--- src/hw/rtl/gol_pkg.sv ---
// Shared types and constants for the Golomb encoder.
// No dependencies; used by gol_ctrl, gol_datapath and golomb_encoder.
package gol_pkg;

  localparam int BYTE_BITS      = 8;
  localparam int FIELD_VAL_BITS = 9;   // r + c fits in 9 bits
  localparam int CNT_BITS       = 4;   // holds code_bits

  localparam logic [2:0] LAST_BIT_POS = 3'd7;

  // Configuration register indexes
  localparam logic [1:0] REG_DIVISOR   = 2'd0;
  localparam logic [1:0] REG_CODE_BITS = 2'd1;
  localparam logic [1:0] REG_THRESHOLD = 2'd2;

  // Reset values of the configuration registers
  localparam logic [7:0] DIVISOR_RST   = 8'd9;
  localparam logic [3:0] CODE_BITS_RST = 4'd4;
  localparam logic [7:0] THRESHOLD_RST = 8'd7;

  typedef enum logic [2:0] {
    ST_IDLE,
    ST_UNARY,
    ST_FIELD,
    ST_DRAIN,
    ST_FLUSH
  } gol_state_t;

  typedef struct packed {
    logic [7:0] divisor;
    logic [3:0] code_bits;
    logic [7:0] short_threshold;
  } cfg_t;

  // Controller to datapath
  typedef struct packed {
    logic load;
    logic unary_step;
    logic field_step;
    logic drain;
    logic flush;
  } cmd_t;

  // Datapath to controller
  typedef struct packed {
    logic rem_ge;
    logic cnt_zero;
    logic pend_valid;
    logic fin;
    logic slot_free;
  } status_t;

endpackage

--- src/hw/rtl/gol_ctrl.sv ---
// Sequencing state machine of the Golomb encoder.
// Depends on gol_pkg for the state, command and status types.
module gol_ctrl (
  input  logic             clk,
  input  logic             rst_n,
  input  logic             in_valid,
  input  gol_pkg::status_t sts,
  output gol_pkg::cmd_t    cmd,
  output logic             in_stall
);

  gol_pkg::gol_state_t state_r, state_nxt;

  // State register
  always_ff @(posedge clk) begin
    if (!rst_n) begin
      state_r <= gol_pkg::ST_IDLE;
    end else begin
      state_r <= state_nxt;
    end
  end

  // Next state
  always_comb begin
    state_nxt = state_r;
    case (state_r)
      gol_pkg::ST_IDLE: begin
        if (in_valid) state_nxt = gol_pkg::ST_UNARY;
      end
      gol_pkg::ST_UNARY: begin
        // terminating one bit ends the unary part
        if (sts.slot_free && !sts.rem_ge) state_nxt = gol_pkg::ST_FIELD;
      end
      gol_pkg::ST_FIELD: begin
        if (sts.cnt_zero) state_nxt = gol_pkg::ST_DRAIN;
      end
      gol_pkg::ST_DRAIN: begin
        if (!sts.pend_valid || sts.slot_free) begin
          state_nxt = sts.fin ? gol_pkg::ST_FLUSH : gol_pkg::ST_IDLE;
        end
      end
      gol_pkg::ST_FLUSH: begin
        if (sts.slot_free) state_nxt = gol_pkg::ST_IDLE;
      end
      default: state_nxt = gol_pkg::ST_IDLE;
    endcase
  end

  // Commands
  always_comb begin
    cmd      = '0;
    in_stall = 1'b1;
    case (state_r)
      gol_pkg::ST_IDLE: begin
        in_stall = 1'b0;
        cmd.load = in_valid;
      end
      gol_pkg::ST_UNARY: cmd.unary_step = sts.slot_free;
      gol_pkg::ST_FIELD: cmd.field_step = sts.slot_free && !sts.cnt_zero;
      gol_pkg::ST_DRAIN: cmd.drain      = sts.slot_free && sts.pend_valid;
      gol_pkg::ST_FLUSH: cmd.flush      = sts.slot_free;
      default: ;
    endcase
  end

endmodule

--- src/hw/rtl/gol_datapath.sv ---
// Datapath of the Golomb encoder: serial divider, field shifter, bit packer,
// one-byte hold stage and output register. Depends on gol_pkg.
module gol_datapath #(
  parameter int VALUE_BITS = 8
) (
  input  logic          clk,
  input  logic          rst_n,
  input  gol_pkg::cfg_t cfg,
  input  gol_pkg::cmd_t cmd,
  output gol_pkg::status_t sts,
  input  logic [7:0]    in_value,
  input  logic          in_final_req,
  output logic          out_valid,
  input  logic          out_stall,
  output logic [7:0]    out_byte,
  output logic          out_run_last
);

  localparam int CW = (VALUE_BITS > 8) ? VALUE_BITS : 8;

  logic [VALUE_BITS-1:0]              rem_r, rem_nxt;
  logic                               fin_r, fin_nxt;
  logic [gol_pkg::FIELD_VAL_BITS-1:0] fval_r, fval_nxt;
  logic [gol_pkg::CNT_BITS-1:0]       cnt_r, cnt_nxt;
  logic [gol_pkg::BYTE_BITS-1:0]      buf_r, buf_nxt;
  logic [2:0]                         fill_r, fill_nxt;
  logic [gol_pkg::BYTE_BITS-1:0]      pend_r, pend_nxt;
  logic                               pend_v_r, pend_v_nxt;
  logic                               out_valid_r, out_valid_nxt;
  logic [gol_pkg::BYTE_BITS-1:0]      out_byte_r, out_byte_nxt;
  logic                               out_last_r, out_last_nxt;

  logic [15:0]                   val_ext;
  logic [7:0]                    m_eff;
  logic [CW-1:0]                 rem_ext, rem_sub;
  logic                          rem_ge;
  logic [7:0]                    r8;
  logic [8:0]                    r_plus_c;
  logic [gol_pkg::CNT_BITS-1:0]  pos;
  logic [15:0]                   fval_ext;
  logic                          field_bit;
  logic                          push_en, push_bit;
  logic [2:0]                    bit_idx;
  logic [gol_pkg::BYTE_BITS-1:0] pack;
  logic                          slot_free;

  // Divisor zero behaves as one
  assign m_eff    = (cfg.divisor == 8'd0) ? 8'd1 : cfg.divisor;
  assign val_ext  = 16'(in_value);
  assign rem_ext  = CW'(rem_r);
  assign rem_sub  = rem_ext - CW'(m_eff);
  assign rem_ge   = rem_ext >= CW'(m_eff);
  assign r8       = rem_ext[7:0];
  assign r_plus_c = {1'b0, r8} + {1'b0, cfg.short_threshold};

  // Field bits go out MSB first; positions above the field value read zero
  assign pos       = cnt_r - 4'd1;
  assign fval_ext  = 16'(fval_r);
  assign field_bit = fval_ext[pos];

  assign push_en   = cmd.unary_step | cmd.field_step;
  assign push_bit  = cmd.unary_step ? !rem_ge : field_bit;
  assign bit_idx   = gol_pkg::LAST_BIT_POS - fill_r;
  assign slot_free = !out_valid_r || !out_stall;

  always_comb begin
    pack          = buf_r;
    pack[bit_idx] = push_bit;
  end

  // Next-value logic
  always_comb begin
    rem_nxt       = rem_r;
    fin_nxt       = fin_r;
    fval_nxt      = fval_r;
    cnt_nxt       = cnt_r;
    buf_nxt       = buf_r;
    fill_nxt      = fill_r;
    pend_nxt      = pend_r;
    pend_v_nxt    = pend_v_r;
    out_valid_nxt = out_valid_r && out_stall;
    out_byte_nxt  = out_byte_r;
    out_last_nxt  = out_last_r;

    if (cmd.load) begin
      rem_nxt = val_ext[VALUE_BITS-1:0];
      fin_nxt = in_final_req;
    end

    // Serial division: subtract while the remainder reaches the divisor
    if (cmd.unary_step) begin
      if (rem_ge) begin
        rem_nxt = rem_sub[VALUE_BITS-1:0];
      end else if (m_eff == 8'd1) begin
        fval_nxt = '0;
        cnt_nxt  = '0;
      end else if (r8 < cfg.short_threshold) begin
        fval_nxt = {1'b0, r8};
        cnt_nxt  = (cfg.code_bits == 4'd0) ? 4'd0 : cfg.code_bits - 4'd1;
      end else begin
        fval_nxt = r_plus_c;
        cnt_nxt  = cfg.code_bits;
      end
    end

    if (cmd.field_step) cnt_nxt = pos;

    // Bit packer; a full byte waits in the hold stage until its successor
    // or the end of the item tells whether it is the last one
    if (push_en) begin
      if (fill_r == gol_pkg::LAST_BIT_POS) begin
        buf_nxt    = '0;
        fill_nxt   = '0;
        pend_nxt   = pack;
        pend_v_nxt = 1'b1;
        if (pend_v_r) begin
          out_valid_nxt = 1'b1;
          out_byte_nxt  = pend_r;
          out_last_nxt  = 1'b0;
        end
      end else begin
        buf_nxt  = pack;
        fill_nxt = fill_r + 3'd1;
      end
    end

    if (cmd.drain) begin
      out_valid_nxt = 1'b1;
      out_byte_nxt  = pend_r;
      out_last_nxt  = !fin_r;
      pend_v_nxt    = 1'b0;
    end

    // Final item: partial byte goes out, zero padded, even when empty
    if (cmd.flush) begin
      out_valid_nxt = 1'b1;
      out_byte_nxt  = buf_r;
      out_last_nxt  = 1'b1;
      buf_nxt       = '0;
      fill_nxt      = '0;
    end
  end

  // Control state
  always_ff @(posedge clk) begin
    if (!rst_n) begin
      buf_r       <= '0;
      fill_r      <= '0;
      pend_v_r    <= 1'b0;
      out_valid_r <= 1'b0;
    end else begin
      buf_r       <= buf_nxt;
      fill_r      <= fill_nxt;
      pend_v_r    <= pend_v_nxt;
      out_valid_r <= out_valid_nxt;
    end
  end

  // Payload
  always_ff @(posedge clk) begin
    rem_r      <= rem_nxt;
    fin_r      <= fin_nxt;
    fval_r     <= fval_nxt;
    cnt_r      <= cnt_nxt;
    pend_r     <= pend_nxt;
    out_byte_r <= out_byte_nxt;
    out_last_r <= out_last_nxt;
  end

  always_comb begin
    sts.rem_ge     = rem_ge;
    sts.cnt_zero   = (cnt_r == '0);
    sts.pend_valid = pend_v_r;
    sts.fin        = fin_r;
    sts.slot_free  = slot_free;
  end

  assign out_valid    = out_valid_r;
  assign out_byte     = out_byte_r;
  assign out_run_last = out_last_r;

endmodule

--- src/hw/rtl/golomb_encoder.sv ---
// Golomb encoder top level: configuration registers, controller, datapath.
// Depends on gol_pkg, gol_ctrl and gol_datapath.
//
// Encodes one value at a time: a new value is accepted only once the item
// before it is finished, and a final_req item adds a flush step. The bit
// packer takes one code bit per cycle while the output is not stalled with a
// byte waiting, and the division is done as one compare and subtract per
// unary bit. Output bytes pass through a one-byte hold stage so the last byte
// of each item can be flagged, then an output register. Configuration may be
// written only while idle.
module golomb_encoder #(
  parameter int VALUE_BITS = 8
) (
  input  logic       clk,
  input  logic       rst_n,
  input  logic       cfg_we,
  input  logic [1:0] cfg_index,
  input  logic [7:0] cfg_data,
  input  logic       in_valid,
  output logic       in_stall,
  input  logic [7:0] in_value,
  input  logic       in_final_req,
  output logic       out_valid,
  input  logic       out_stall,
  output logic [7:0] out_byte,
  output logic       out_run_last
);

  gol_pkg::cfg_t    cfg_r, cfg_nxt;
  gol_pkg::cmd_t    cmd;
  gol_pkg::status_t sts;

  // Configuration register writes
  always_comb begin
    cfg_nxt = cfg_r;
    if (cfg_we) begin
      case (cfg_index)
        gol_pkg::REG_DIVISOR:   cfg_nxt.divisor         = cfg_data;
        gol_pkg::REG_CODE_BITS: cfg_nxt.code_bits       = cfg_data[3:0];
        gol_pkg::REG_THRESHOLD: cfg_nxt.short_threshold = cfg_data;
        default: ;
      endcase
    end
  end

  always_ff @(posedge clk) begin
    if (!rst_n) begin
      cfg_r.divisor         <= gol_pkg::DIVISOR_RST;
      cfg_r.code_bits       <= gol_pkg::CODE_BITS_RST;
      cfg_r.short_threshold <= gol_pkg::THRESHOLD_RST;
    end else begin
      cfg_r <= cfg_nxt;
    end
  end

  gol_ctrl u_ctrl (
    .clk      (clk),
    .rst_n    (rst_n),
    .in_valid (in_valid),
    .sts      (sts),
    .cmd      (cmd),
    .in_stall (in_stall)
  );

  gol_datapath #(
    .VALUE_BITS (VALUE_BITS)
  ) u_datapath (
    .clk          (clk),
    .rst_n        (rst_n),
    .cfg          (cfg_r),
    .cmd          (cmd),
    .sts          (sts),
    .in_value     (in_value),
    .in_final_req (in_final_req),
    .out_valid    (out_valid),
    .out_stall    (out_stall),
    .out_byte     (out_byte),
    .out_run_last (out_run_last)
  );

endmodule

--- config.mk ---
export PLATFORM = sky130hd
export DESIGN_NAME = golomb_encoder
export DESIGN_NICKNAME = d
export VERILOG_FILES = /design/src/hw/rtl/gol_pkg.sv /design/src/hw/rtl/gol_ctrl.sv /design/src/hw/rtl/gol_datapath.sv /design/src/hw/rtl/golomb_encoder.sv
export SDC_FILE = /design/constraint.sdc
export NUM_CORES = 1
export LEC_CHECK = 0
export ABC_AREA = 1
export BUFFER_PORTS_ARGS = -buffer_cell sky130_fd_sc_hd__buf_2
export CORE_ASPECT_RATIO = 0.5
export CORE_UTILIZATION = 61
export DETAILED_ROUTE_END_ITERATION = 7
export GPL_TIMING_DRIVEN = 0
export PLACE_DENSITY = 0.81
export REMOVE_ABC_BUFFERS = 1
export SYNTH_ARGS = -nofsm -noshare
export SYNTH_HDL_FRONTEND = slang
export SYNTH_HIERARCHICAL = 1
export SYNTH_SLANG_ARGS = --single-unit
--- constraint.sdc ---
create_clock -name clk -period 3.43 [get_ports clk]
set_input_delay 0.343 -clock clk [delete_from_list [all_inputs] [get_ports clk]]
set_output_delay 0.343 -clock clk [all_outputs]
set_load 0.1 [all_outputs]
# After elaboration in Yosys (flattened, before gate mapping)
# Index checks and enable logic that the tools add are counted.
classes:
  n_addsub: 6
  magnitude_cmp: 5
  eq_ne: 14
  muxes: 46
  bitwise: 3
  n_reduce_logical: 37
ops:
  columns: ["operator", "count"]
  rows:
  - ["8-bit two-way mux", 11]
  - ["4-bit two-way mux", 6]
  - ["3-bit two-way mux", 7]
  - ["1-bit two-way mux", 18]
  - ["3-bit case mux with 5 select lines", 1]
  - ["2-bit AND reduction", 6]
  - ["2-bit by 1-bit != test with 1-bit output, second input constant", 5]
  - ["8-bit by 8-bit adder with 9-bit output", 1]
  - ["3-bit nonzero test", 3]
  - ["8-bit bitwise mux", 1]
  - ["8-bit by 1-bit equality test with 1-bit output, second input constant", 1]
  - ["8-bit >= comparator", 1]
  - ["4-bit logical NOT", 2]
  - ["8-bit logical NOT", 1]
  - ["8-bit < comparator", 1]
  - ["2-bit nonzero test", 4]
  - ["4-bit by 1-bit subtractor with 4-bit output, second input constant", 2]
  - ["8-bit subtractor", 1]
  - ["3-bit by 2-bit equality test with 1-bit output, second input constant", 2]
  - ["3-bit equality test, second input constant", 2]
  - ["1-bit logical NOT", 6]
  - ["3-bit AND reduction", 2]
  - ["2-bit OR reduction", 3]
  - ["1-bit logical AND", 5]
  - ["17 further kinds", 19]
word_totals:
  reg_bits: 75
  output_inout_bits: 11
  wordCells: 127

# Longest topological paths before layout
# Gate-level depths: netlist of run 1.
depth:
  word_depth: 8
  ltp_mapped: 22

# Hierarchy
# The synthesis of run 1 kept the hierarchy.
modules_own_cells:
  columns: ["mod", "instances", "cells_each", "area_per_inst_um2", "seq_area_each_um2"]
  rows:
  - ["gol_datapath", 1, 436, 3449.6, 1341.3]
  - ["golomb_encoder", 1, 120, 879.6, 400.4]
  - ["gol_ctrl", 1, 49, 262.8, 60.1]

# Least setup slack after synthesis of run 1
# Ideal clock, no wire load.
synth_timing:
  path_kind: "register to register"
  startpoint: "register cfg_r[13] (netlist bit)"
  endpoint: "register u_datapath/fval_r[0] (netlist bit), enable pin"
  arrival_ns: 2.316
  required_time_ns: 3.056
  slack_ns: 0.740
  stages_incl_launch_ff: 15
  n_path_buf: 0
  path_cell_list: "dfxtp_1 -> inv_1 -> nand4_1 -> inv_1 -> nand4_1 -> inv_1 -> or2_2 -> ha_1 -> inv_1 -> fa_1 -> nand3_1 -> nand3_2 -> o21ai_2 -> nand2_2 -> nor2_1"
synth_between:
  elab_chain_len: 5
synth_rtl:
  columns: ["element", "line_no", "text"]
  rows:
  - ["start: declaration", "golomb_encoder.sv:29", "gol_pkg::cfg_t cfg_r, cfg_nxt;"]
  - ["start signal: assignment", "golomb_encoder.sv:52", "cfg_r <= cfg_nxt;"]
  - ["8-bit logical NOT", "gol_datapath.sv:48", "assign m_eff = (cfg.divisor == 8'd0) ? 8'd1 : cfg.divisor;"]
  - ["8-bit two-way mux *", "gol_datapath.sv:48", null]
  - ["8-bit >= comparator *", "gol_datapath.sv:52", "assign rem_ge = rem_ext >= CW'(m_eff);"]
  - ["via u_datapath.rem_ge", "gol_datapath.sv:36", "logic rem_ge;"]
  - ["1-bit NOT (no source line) *", null, null]
  - ["2-bit AND reduction (no source line) *", null, null]
  - ["end signal: assignment", "gol_datapath.sv:163", "fval_r <= fval_nxt;"]
  - ["end: declaration", "gol_datapath.sv:23", "logic [gol_pkg::FIELD_VAL_BITS-1:0] fval_r, fval_nxt;"]
# Mark *: on every way through the listed nets, which the timed path passes. The rest lies on a longest branch.
# A chain may end at the register's enable or synchronous reset.

==> results of run 1 <==
[cells in the mapped netlist, drive strengths merged]
cell | instances | area [µm²]
inv | 80 | 300
fa | 2 | 40.0
o22ai | 1 | 6.26
o31ai | 1 | 7.51
a21o | 2 | 15.0
a21oi | 41 | 205
edfxtp | 30 | 901
ha | 27 | 338
o21bai | 2 | 15.0
clkinv | 3 | 11.3
nor2 | 68 | 270
or2 | 11 | 68.8
nor3 | 13 | 65.1
nor4 | 1 | 6.26
nand3 | 44 | 263
clkbuf | 5 | 28.8
a21boi | 8 | 60.1
xnor2 | 2 | 17.5
a221oi | 1 | 8.76
nand4 | 8 | 50.1
nand3b | 1 | 7.51
a31oi | 6 | 37.5
buf | 12 | 101
o21ai | 23 | 119
a211oi | 3 | 22.5
xor2 | 10 | 87.6
o211ai | 4 | 30.0
mux2i | 1 | 10.0
dfxtp | 45 | 901
nand2 | 150 | 598
[cell type report]
cell class	count	area share [%]
Sequential cell	75	35.8
Tap cell	92	2.29
Clock buffer	10	4.75
Multi-Input combinational cell	430	46.7
Clock inverter	6	0.944
Timing Repair Buffer	34	3.38
Inverter	83	6.19
[logic make-up after synthesis]
kind of cell / after synthesis / synth area share, %
AOI/OAI and AO/OA: 92 / 11.5
and+or+nand+nor: 296 / 28.9
buffers and inverters: 100 / 9.62
adders and majority gates: 29 / 8.23
muxes: 1 / 0.218
DFF: 75 / 39.2
xor gates and xnor gates: 12 / 2.29
[through the flow]
step	hold WS, ns	power (µW)	cells
floorplan	0.421	3100	588
global placement	0.463	3520	714
detailed placement	0.465	3570	714
CTS	0.161	4490	730
global route	0.159	4870	730
finish	0.171	4500	730
[sequential cells by signal, summed over array words and instances (netlist names)]
register / cells
u_datapath/buf_r: 8
u_datapath/cnt_r: 4
u_datapath/fin_r: 1
u_datapath/out_valid: 1
u_datapath/out_byte: 8
u_datapath/pend_v_r: 1
u_datapath/fill_r: 3
u_datapath/fval_r: 9
u_datapath/out_run_last: 1
u_ctrl/state_r: 3
cfg_r: 20
u_datapath/r8: 8
u_datapath/pend_r: 8
[routing by layer]
| metal | up-vias | routed length [µm] |
|---|---|---|
| met1 | 1770 | 4420 |
| li1 | 2035 | - |
| met3 | 12 | 473 |
| met4 | 0 | 134 |
| met5 | - | 0 |
| met2 | 83 | 4150 |
[where the power goes]
part	internal [µW]	total [µW]	switching [µW]
sequential	1190	1380	195
clock	515	902	387
combinational	720	2210	1490
[repair_timing]
action                                  in CTS  in global routing
endpoints found under the setup margin       0                  9
gates resized for setup                      0                  1
endpoints found under the hold margin        0                  0
hold buffers                                 0                  0
[worst max-delay path by stage]
stage,start,endpoint,slack [ns],cells past startpoint
final,cfg_r[13],u_datapath/cnt_r[2],0.22,14
after detailed placement,cfg_r[13],u_datapath/fval_r[5],0.19,14
after global routing,cfg_r[13],u_datapath/cnt_r[1],0.005,14
after CTS,cfg_r[13],u_datapath/fval_r[5],0.18,14
after floorplan,cfg_r[13],u_datapath/fval_r[0],0.74,14
after global placement,cfg_r[13],u_datapath/fval_r[6],0.21,14
==> flow_metrics.py, run 1 <==
metrics = {
    "layout": {
        "finalNetCount": 686,
        "finalCoreUtilization_pct": 72.3,
        "fill_cells": 560,
        "multi_input_area_um2": 2350,
        "layout_common_cells": "140 x nand2_1, 79 x inv_1, 63 x nor2_1",
        "fin_area_um2": 5040,
        "final_common_cell": "nand2_1",
        "final_layout_size_suffix_gt1_share_pct": 13.2,
        "seq_area_um2": 1800,
        "num_antenna_cells": 0,
        "syn2layout_area_growth_pct": 9.67,
    },
    "grt": {
        "globalRouteOverflowTotal": 0,
        "busiest_layer": "met2",
        "grt_pass1_vias": 3532,
        "grt_pass1_wl_mm": 16.0,
        "grt_usage_pct": 25.7,
        "antenna_found_initial": 0,
        "use_met1_pct": 32.1,
        "grt_use_met3_pct": 6.97,
        "grt_max_degree": 27,
        "grt_use_met2_pct": 42.7,
    },
    "worst_setup_path": {
        "critPathCaptureType": "flop",
        "reg2reg_from": "cfg_r[13]",
        "worstPathArrival_ns": 3.19,
        "crit_type": "reg2reg",
        "rr_endpoint": "u_datapath/cnt_r[2]",
        "path_buf_inv": 4,
        "path_delay_family": "simple AND/OR/NAND/NOR gates",
        "crit_required_ns": 3.41,
        "cp_common_cell": "inv_1",
        "cp-start-kind": "flop",
        "slowest_stage": "o21ai_0",
        "worst-path-max-fanout": 7,
        "regToRegSetupSlack_ns": 0.22,
        "timing.critical_path.cells": "inv_1, nand4_1, inv_1, nand4_1, inv_1, or2_2, ha_1, inv_1, fa_1, nand3_1, nand3_2, o21ai_2, nand2_2, o21ai_0",
        "cpPeakStageDelay_ns": 0.48,
        "r2r_cells": 14,
    },
    "status": {
        "status": "finished, final reports clean",
    },
    "sta": {
        "setup_violations": 0,
        "slew_headroom_pct": 38.8,
        "slew_viol_final": 0,
        "setup_slack_ns": 0.220,
        "rsz0062_at_grt": "false",
        "post-route-period-util_pct": 93.6,
        "worst_pin_slew_ns": 0.915,
        "hold_viol": 0,
        "clock.fmax_mhz": 311,
        "fin_setup_tns_ns": 0,
        "finClkSkew_ns": 0.00733,
        "fin_crit_ns": 3.21,
    },
    "detailed_routing": {
        "ant_nets": 0,
        "wl_mm": 9.18,
        "viasPerCell": 5.34,
        "wl_per_cell_um": 12.6,
        "via_count": 3900,
        "drt_first_pass_iters": 5,
        "drcViolationCount": 0,
        "drt-initial-drc-count": 335,
    },
    "min_path": {
        "hold_class": "in2reg",
        "hold_path.startpoint": "in_final_req",
        "min_to": "u_datapath/fin_r",
        "min_path_cells": 1,
    },
    "synth": {
        "synth_cell_types": 43,
        "avgSynthCellArea_um2": 7.59,
        "syn_inst": 605,
        "ys_seq_area_share_pct": 39.2,
        "yosys_warnings": 6,
        "syn_area_um2": 4590,
        "ys_ff_latch": 75,
    },
    "clock_network": {
        "h-tree-depth": 3,
        "cts_tree": "done",
        "cts.sinks": 75,
        "numCtsBuffers": 9,
        "max-clock-path-buffers": 2,
        "cts_root_buf": "clkbuf_16",
        "clk_transition_reported_paths_ns": 0.06,
        "postCtsSetupBuffers": 0,
        "clk_latency_ns": 0.34,
    },
    "die": {
        "num_rows": 21,
        "start_util_pct": 65.9,
        "dieArea_um2": 7900,
        "die_y_um": 63.4,
        "core_um2": 6960,
        "die_width_um": 125,
        "ios": 35,
    },
    "placed_design": {
        "portBuffers": 34,
        "post-place-ws_ns": 0.192,
        "dp_hpwl_mm": 6.64,
        "postPlaceCellArea_um2": 4750,
        "gp_congestion": 0.853,
    },
    "flow_run": {
        "max_cap_violations": 0,
    },
    "pwr": {
        "ir_drop_uv": 405,
        "p_leak_uw": 0.00239,
        "p_per_area_nw_per_um2": 893,
    },
}
(Power assumes the default switching activity.)
==> inputs of run 2 (changes only) <==
- CORE_UTILIZATION: 61 -> 45
- PLACE_DENSITY: 0.81 -> not set
==> run 2 against run 1 <==
Clock skew grew 0.0020 ns. Non-clock buffer count is the same. Clock power grew 16%. Critical path depth grew 7. Largest cell class unchanged. Register-to-register slack gained 0.07 ns. Die area grew 35%. Largest power group unchanged. Via count shrank 3.7%. First-iteration DRC count shrank 44%. Routed wire length grew 3.1%. Final area grew 1.9%. Sequential share of layout area shrank 0.68 points. Setup slack gained 0.067 ns.
==> flow_metrics.py, run 2 (synthesized netlist as in run 1, its figures left out) <==
metrics = {
    "clock_network": {
        "max-clock-path-buffers": 2,
        "cts_root_buf": "clkbuf_16",
        "clk_transition_reported_paths_ns": 0.06,
        "cts.sinks": 75,
        "clk_latency_ns": 0.34,
        "postCtsSetupBuffers": 0,
        "cts_tree": "done",
        "h-tree-depth": 3,
        "numCtsBuffers": 9,
        "holdBufCountCts": 0,
        "post_cts_resize_count": 0,
    },
    "grt": {
        "grt_use_met2_pct": 31.0,
        "use_met1_pct": 27.5,
        "grt_max_degree": 27,
        "grt_usage_pct": 19.9,
        "grt_pass1_wl_mm": 16.1,
        "grt_pass1_vias": 3381,
        "busiest_layer": "met2",
        "antenna_found_initial": 0,
        "grt_use_met3_pct": 5.28,
        "globalRouteOverflowTotal": 0,
    },
    "sta": {
        "hold_viol": 0,
        "setup_violations": 0,
        "finClkSkew_ns": 0.00935,
        "fin_crit_ns": 3.14,
        "slew_headroom_pct": 38.9,
        "rsz0062_at_grt": "false",
        "fin_setup_tns_ns": 0,
        "slew_viol_final": 0,
        "worst_pin_slew_ns": 0.914,
        "hold_ws_ns": 0.180,
        "clock.fmax_mhz": 318,
        "post-route-period-util_pct": 91.6,
    },
    "detailed_routing": {
        "ant_nets": 0,
        "wl_per_cell_um": 12.2,
        "drt-initial-drc-count": 186,
        "wl_mm": 9.47,
        "drcViolationCount": 0,
        "viasPerCell": 4.86,
        "drt_first_pass_iters": 4,
        "via_count": 3755,
    },
    "flow_run": {
        "max_cap_violations": 0,
    },
    "die": {
        "num_rows": 25,
        "core_um2": 9670,
        "die_width_um": 145,
        "start_util_pct": 47.5,
        "ios": 35,
        "dieArea_um2": 10600,
        "die_y_um": 73.4,
    },
    "layout": {
        "layout_common_cells": "140 x nand2_1, 79 x inv_1, 63 x nor2_1",
        "regMostFlops": "cfg_r",
        "final_common_cell": "nand2_1",
        "fill_cells": 965,
        "syn2layout_area_growth_pct": 11.8,
        "finalNetCount": 686,
        "largest_reg_flops": 20,
        "final_layout_size_suffix_gt1_share_pct": 13.2,
        "fin_area_um2": 5130,
        "top_regs": "cfg_r (20), u_datapath/fval_r (9)",
        "num_antenna_cells": 0,
    },
    "pwr": {
        "p_leak_uw": 0.00240,
        "ir_drop_uv": 296,
        "p_per_area_nw_per_um2": 904,
    },
    "worst_setup_path": {
        "critPathCaptureType": "flop",
        "crit_required_ns": 3.67,
        "cp-start-kind": "flop",
        "worstPathArrival_ns": 3.38,
        "crit_type": "reg2reg",
        "worst-path-max-fanout": 7,
    },
    "placed_design": {
        "gp_congestion": 0.853,
        "portBuffers": 34,
        "postPlaceCellArea_um2": 4800,
        "dp_hpwl_mm": 6.91,
    },
    "min_path": {
        "hold_class": "in2reg",
    },
    "status": {
        "status": "finished, final reports clean",
    },
}
run 2: cell type report:
class | count | area [µm²] | area share, %
clock buffer | 9 | 225 | 4.39
inverter | 83 | 312 | 6.07
clock inverter | 7 | 105 | 2.05
sequential | 75 | 1800 | 35.1
multi-input combinational | 430 | 2350 | 45.8
timing repair buffer | 34 | 170 | 3.31
tap | 135 | 169 | 3.29
run 2: worst max-delay path, cell delays in order (launching register included):
cell     delay, ns
dfxtp_1       0.31
inv_1         0.15
nand4_1       0.11
inv_1         0.07
nand4_1       0.24
inv_1         0.24
or2_2         0.15
ha_1          0.13
inv_1         0.06
fa_1          0.40
nand3_1       0.10
nand3_2       0.12
o21ai_2       0.14
nand2_2       0.15
inv_1         0.09
nand2_1       0.05
nand3_1       0.09
nand2_1       0.06
nor2_1        0.13
nand2_1       0.09
nor2_1        0.10
nor2_1        0.05
run 2: layer usage:
metal	vias to the layer above	share of wire, %
met5	-	0
li1	2033	-
met1	1652	53
met2	64	42
met4	0	0.85
met3	6	3.9
run 2: stage by stage:
step	setup slack (ns)	utilization (%)	power, µW	std cells
after floorplan	0.740	-	3100	588
after global placement	0.140	49.7	3570	757
after detailed placement	0.129	49.7	3590	757
after CTS	0.106	53.1	4670	773
after global routing	0.0324	53.1	5040	773
final	0.287	53.1	4640	773
run 2: final timing paths:
| path | slack (ns) | startpoint | depth (start not counted) | endpoint |
|---|---|---|---|---|
| max | 0.29 | cfg_r[13] | 21 | u_ctrl/state_r[1] |
| max reg2reg | 0.29 | cfg_r[13] | 21 | u_ctrl/state_r[1] |
| min reg2reg | 0.47 | cfg_r[15] | 2 | cfg_r[15] |
| min | 0.18 | in_final_req | 1 | u_datapath/fin_r |
run 2: power breakdown:
group | switching [µW] | internal (µW) | leakage [µW]
registers | 196 | 1190 | 0.000640
logic | 1490 | 717 | 0.00161
clock network | 405 | 650 | 0.000159
total | 2090 | 2560 | 0.00240
==> inputs of run 3 (changes only) <==
- BUFFER_PORTS_ARGS: -buffer_cell sky130_fd_sc_hd__buf_2 -> -buffer_cell sky130_fd_sc_hd__clkbuf_2
- CORE_ASPECT_RATIO: 0.5 -> not set
- PLACE_DENSITY_LB_ADDON: not set -> 0.05
==> run 3 against run 2 <==
Final cell count unchanged. Critical path depth down 10. Setup slack better by 0.077 ns. Largest power group unchanged.
==> flow_metrics.py, run 3 (synthesized netlist as in run 1, its figures left out) <==
metrics = {
    "worst_setup_path": {
        "rr_endpoint": "u_datapath/out_byte[7]",
        "regToRegSetupSlack_ns": 0.36,
        "reg2reg_from": "u_datapath/cnt_r[0]",
        "worst-path-max-fanout": 14,
        "crit_required_ns": 3.45,
        "cp-start-kind": "flop",
        "worstPathArrival_ns": 3.08,
        "crit_type": "reg2reg",
        "critPathCaptureType": "flop",
        "r2r_cells": 11,
    },
    "grt": {
        "grt_max_degree": 27,
        "grt_usage_pct": 21.1,
        "grt_pass1_wl_mm": 17.0,
        "antenna_found_initial": 0,
        "globalRouteOverflowTotal": 0,
        "grt_pass1_vias": 3504,
    },
    "clock_network": {
        "numCtsBuffers": 9,
        "cts_root_buf": "clkbuf_8",
        "max-clock-path-buffers": 2,
        "clk_transition_reported_paths_ns": 0.08,
        "clk_latency_ns": 0.35,
        "holdBufCountCts": 0,
        "cts_tree": "done",
        "h-tree-depth": 3,
        "cts.sinks": 75,
    },
    "sta": {
        "setup_violations": 0,
        "fin_crit_ns": 3.07,
        "post-route-period-util_pct": 89.4,
        "slew_headroom_pct": 29.6,
        "slew_viol_final": 0,
        "hold_viol": 0,
        "worst_pin_slew_ns": 1.05,
        "fin_setup_tns_ns": 0,
        "finClkSkew_ns": 0.0105,
        "clock.fmax_mhz": 326,
        "rsz0062_at_grt": "false",
    },
    "placed_design": {
        "dp_hpwl_mm": 7.60,
        "dp_cells": 755,
        "gp_congestion": 0.880,
        "portBuffers": 34,
    },
    "pwr": {
        "netSwitchingFraction_pct": 48.2,
        "ir_drop_uv": 376,
        "clkPwrFrac_pct": 14.9,
        "switching_power_uw": 2060,
        "p_per_area_nw_per_um2": 854,
        "pwr-share-seq_pct": 32.2,
        "p_leak_uw": 0.00235,
        "p_total_uw": 4270,
        "p_int_uw": 2210,
        "p_comb_share_pct": 52.9,
    },
    "die": {
        "die_width_um": 103,
        "start_util_pct": 46.8,
        "num_rows": 36,
        "ios": 35,
        "core_um2": 9820,
        "dieArea_um2": 10600,
        "die_y_um": 103,
    },
    "detailed_routing": {
        "top_layer": "met4",
        "wl_mm": 10.2,
        "dr_wl_met3_um": 269,
        "drt-initial-drc-count": 179,
        "ant_nets": 0,
        "met2_wirelength_mm": 4.59,
        "drcViolationCount": 0,
        "viasPerCell": 4.96,
        "drt_first_pass_iters": 4,
        "wl_per_cell_um": 13.2,
        "via_count": 3831,
        "wl_met1_mm": 5.19,
    },
    "layout": {
        "finalCoreUtilization_pct": 50.9,
        "finalNetCount": 688,
        "num_antenna_cells": 0,
        "regMostFlops": "cfg_r",
        "layout.cells.non_filler": 773,
        "largest_reg_flops": 20,
        "layout_common_cells": "140 x nand2_1, 78 x inv_1, 63 x nor2_1",
        "syn2layout_area_growth_pct": 8.80,
        "final_common_cell": "nand2_1",
        "multi_input_area_um2": 2350,
        "fill_cells": 1028,
        "final_layout_size_suffix_gt1_share_pct": 13.3,
        "top_regs": "cfg_r (20), u_datapath/fval_r (9)",
        "seq_area_um2": 1800,
    },
    "min_path": {
        "min_to": "u_datapath/fin_r",
        "hold_path.startpoint": "in_final_req",
        "min_path_cells": 1,
        "hold_class": "in2reg",
    },
    "status": {
        "status": "finished, final reports clean",
    },
    "flow_run": {
        "max_cap_violations": 0,
    },
}
run 3: cell types whose count changed in the layout (fill, tap and decap cells not counted), moves of 2 or more:
cell,change
buf_2,-34
clkbuf_16,-8
clkbuf_2,+34
clkbuf_8,+9
buf_4,+2
clkinv_2,+3
bufinv_16,-2
inv_6,-3
run 3: area by class of cell:
| type | count | area share (%) |
|---|---|---|
| Clock buffer | 11 | 3.06 |
| Clock inverter | 5 | 0.551 |
| Inverter | 83 | 6.24 |
| Multi-Input combinational cell | 430 | 47.1 |
| Sequential cell | 75 | 36.1 |
| Tap cell | 133 | 3.33 |
| Timing Repair Buffer | 36 | 3.71 |
run 3: metrics by stage:
step,hold WS (ns),area [µm²],worst slack [ns]
2_1_floorplan,0.421,4460,0.740
3_3_place_gp,0.445,4800,-0.0226
3_5_place_dp,0.454,4800,-0.00400
4_1_cts,0.163,4980,0.0273
5_1_grt,0.158,5000,0.0138
6_report,0.177,5000,0.364
run 3: critical path, cell delays in order (launching register included):
cell and delay (ns):
edfxtp_1 0.52, inv_2 0.17, ha_1 0.24, nand2_1 0.07, nor2_1 0.08, inv_1 0.06
nand3_2 0.09, nor2_1 0.09, nor2_1 0.81, inv_1 0.16, nand3_1 0.18, nand2_1 0.27
run 3: how the worst max path moves through the flow:
| stage | startpoint | endpoint | slack, ns | cells past startpoint |
|---|---|---|---|---|
| final | u_datapath/cnt_r[0] | u_datapath/out_byte[7] | 0.36 | 11 |
| after global routing | u_datapath/cnt_r[0] | u_datapath/out_byte[7] | 0.01 | 11 |
| after CTS | cfg_r[13] | u_datapath/cnt_r[3] | 0.03 | 14 |
| after detailed placement | cfg_r[13] | u_datapath/fval_r[5] | -0.004 | 14 |
| after global placement | cfg_r[13] | u_datapath/fval_r[6] | -0.02 | 14 |
| after floorplan | cfg_r[13] | u_datapath/fval_r[0] | 0.74 | 14 |
run 3: repair_timing:
| action | in CTS | in global routing |
|---|---|---|
| endpoints found under the setup margin | 9 | 32 |
| buffers inserted | 0 | 2 |
| resized for setup | 1 | 2 |
run 3: metal layers:
metal	up-vias	global-route usage, %
li1	2039	-
met1	1740	29.9
met2	41	32.3
met3	11	3.32
met4	0	7.58
met5	-	0
run 3: power groups by stage:
stage / Clock (µW) / Combinational, µW / Sequential, µW
finish: 635 / 2260 / 1370
global route: 703 / 2550 / 1410
CTS: 656 / 2260 / 1380
detailed placement: 0 / 2240 / 1400
global placement: 0 / 2200 / 1390
floorplan: 0 / 1620 / 1480
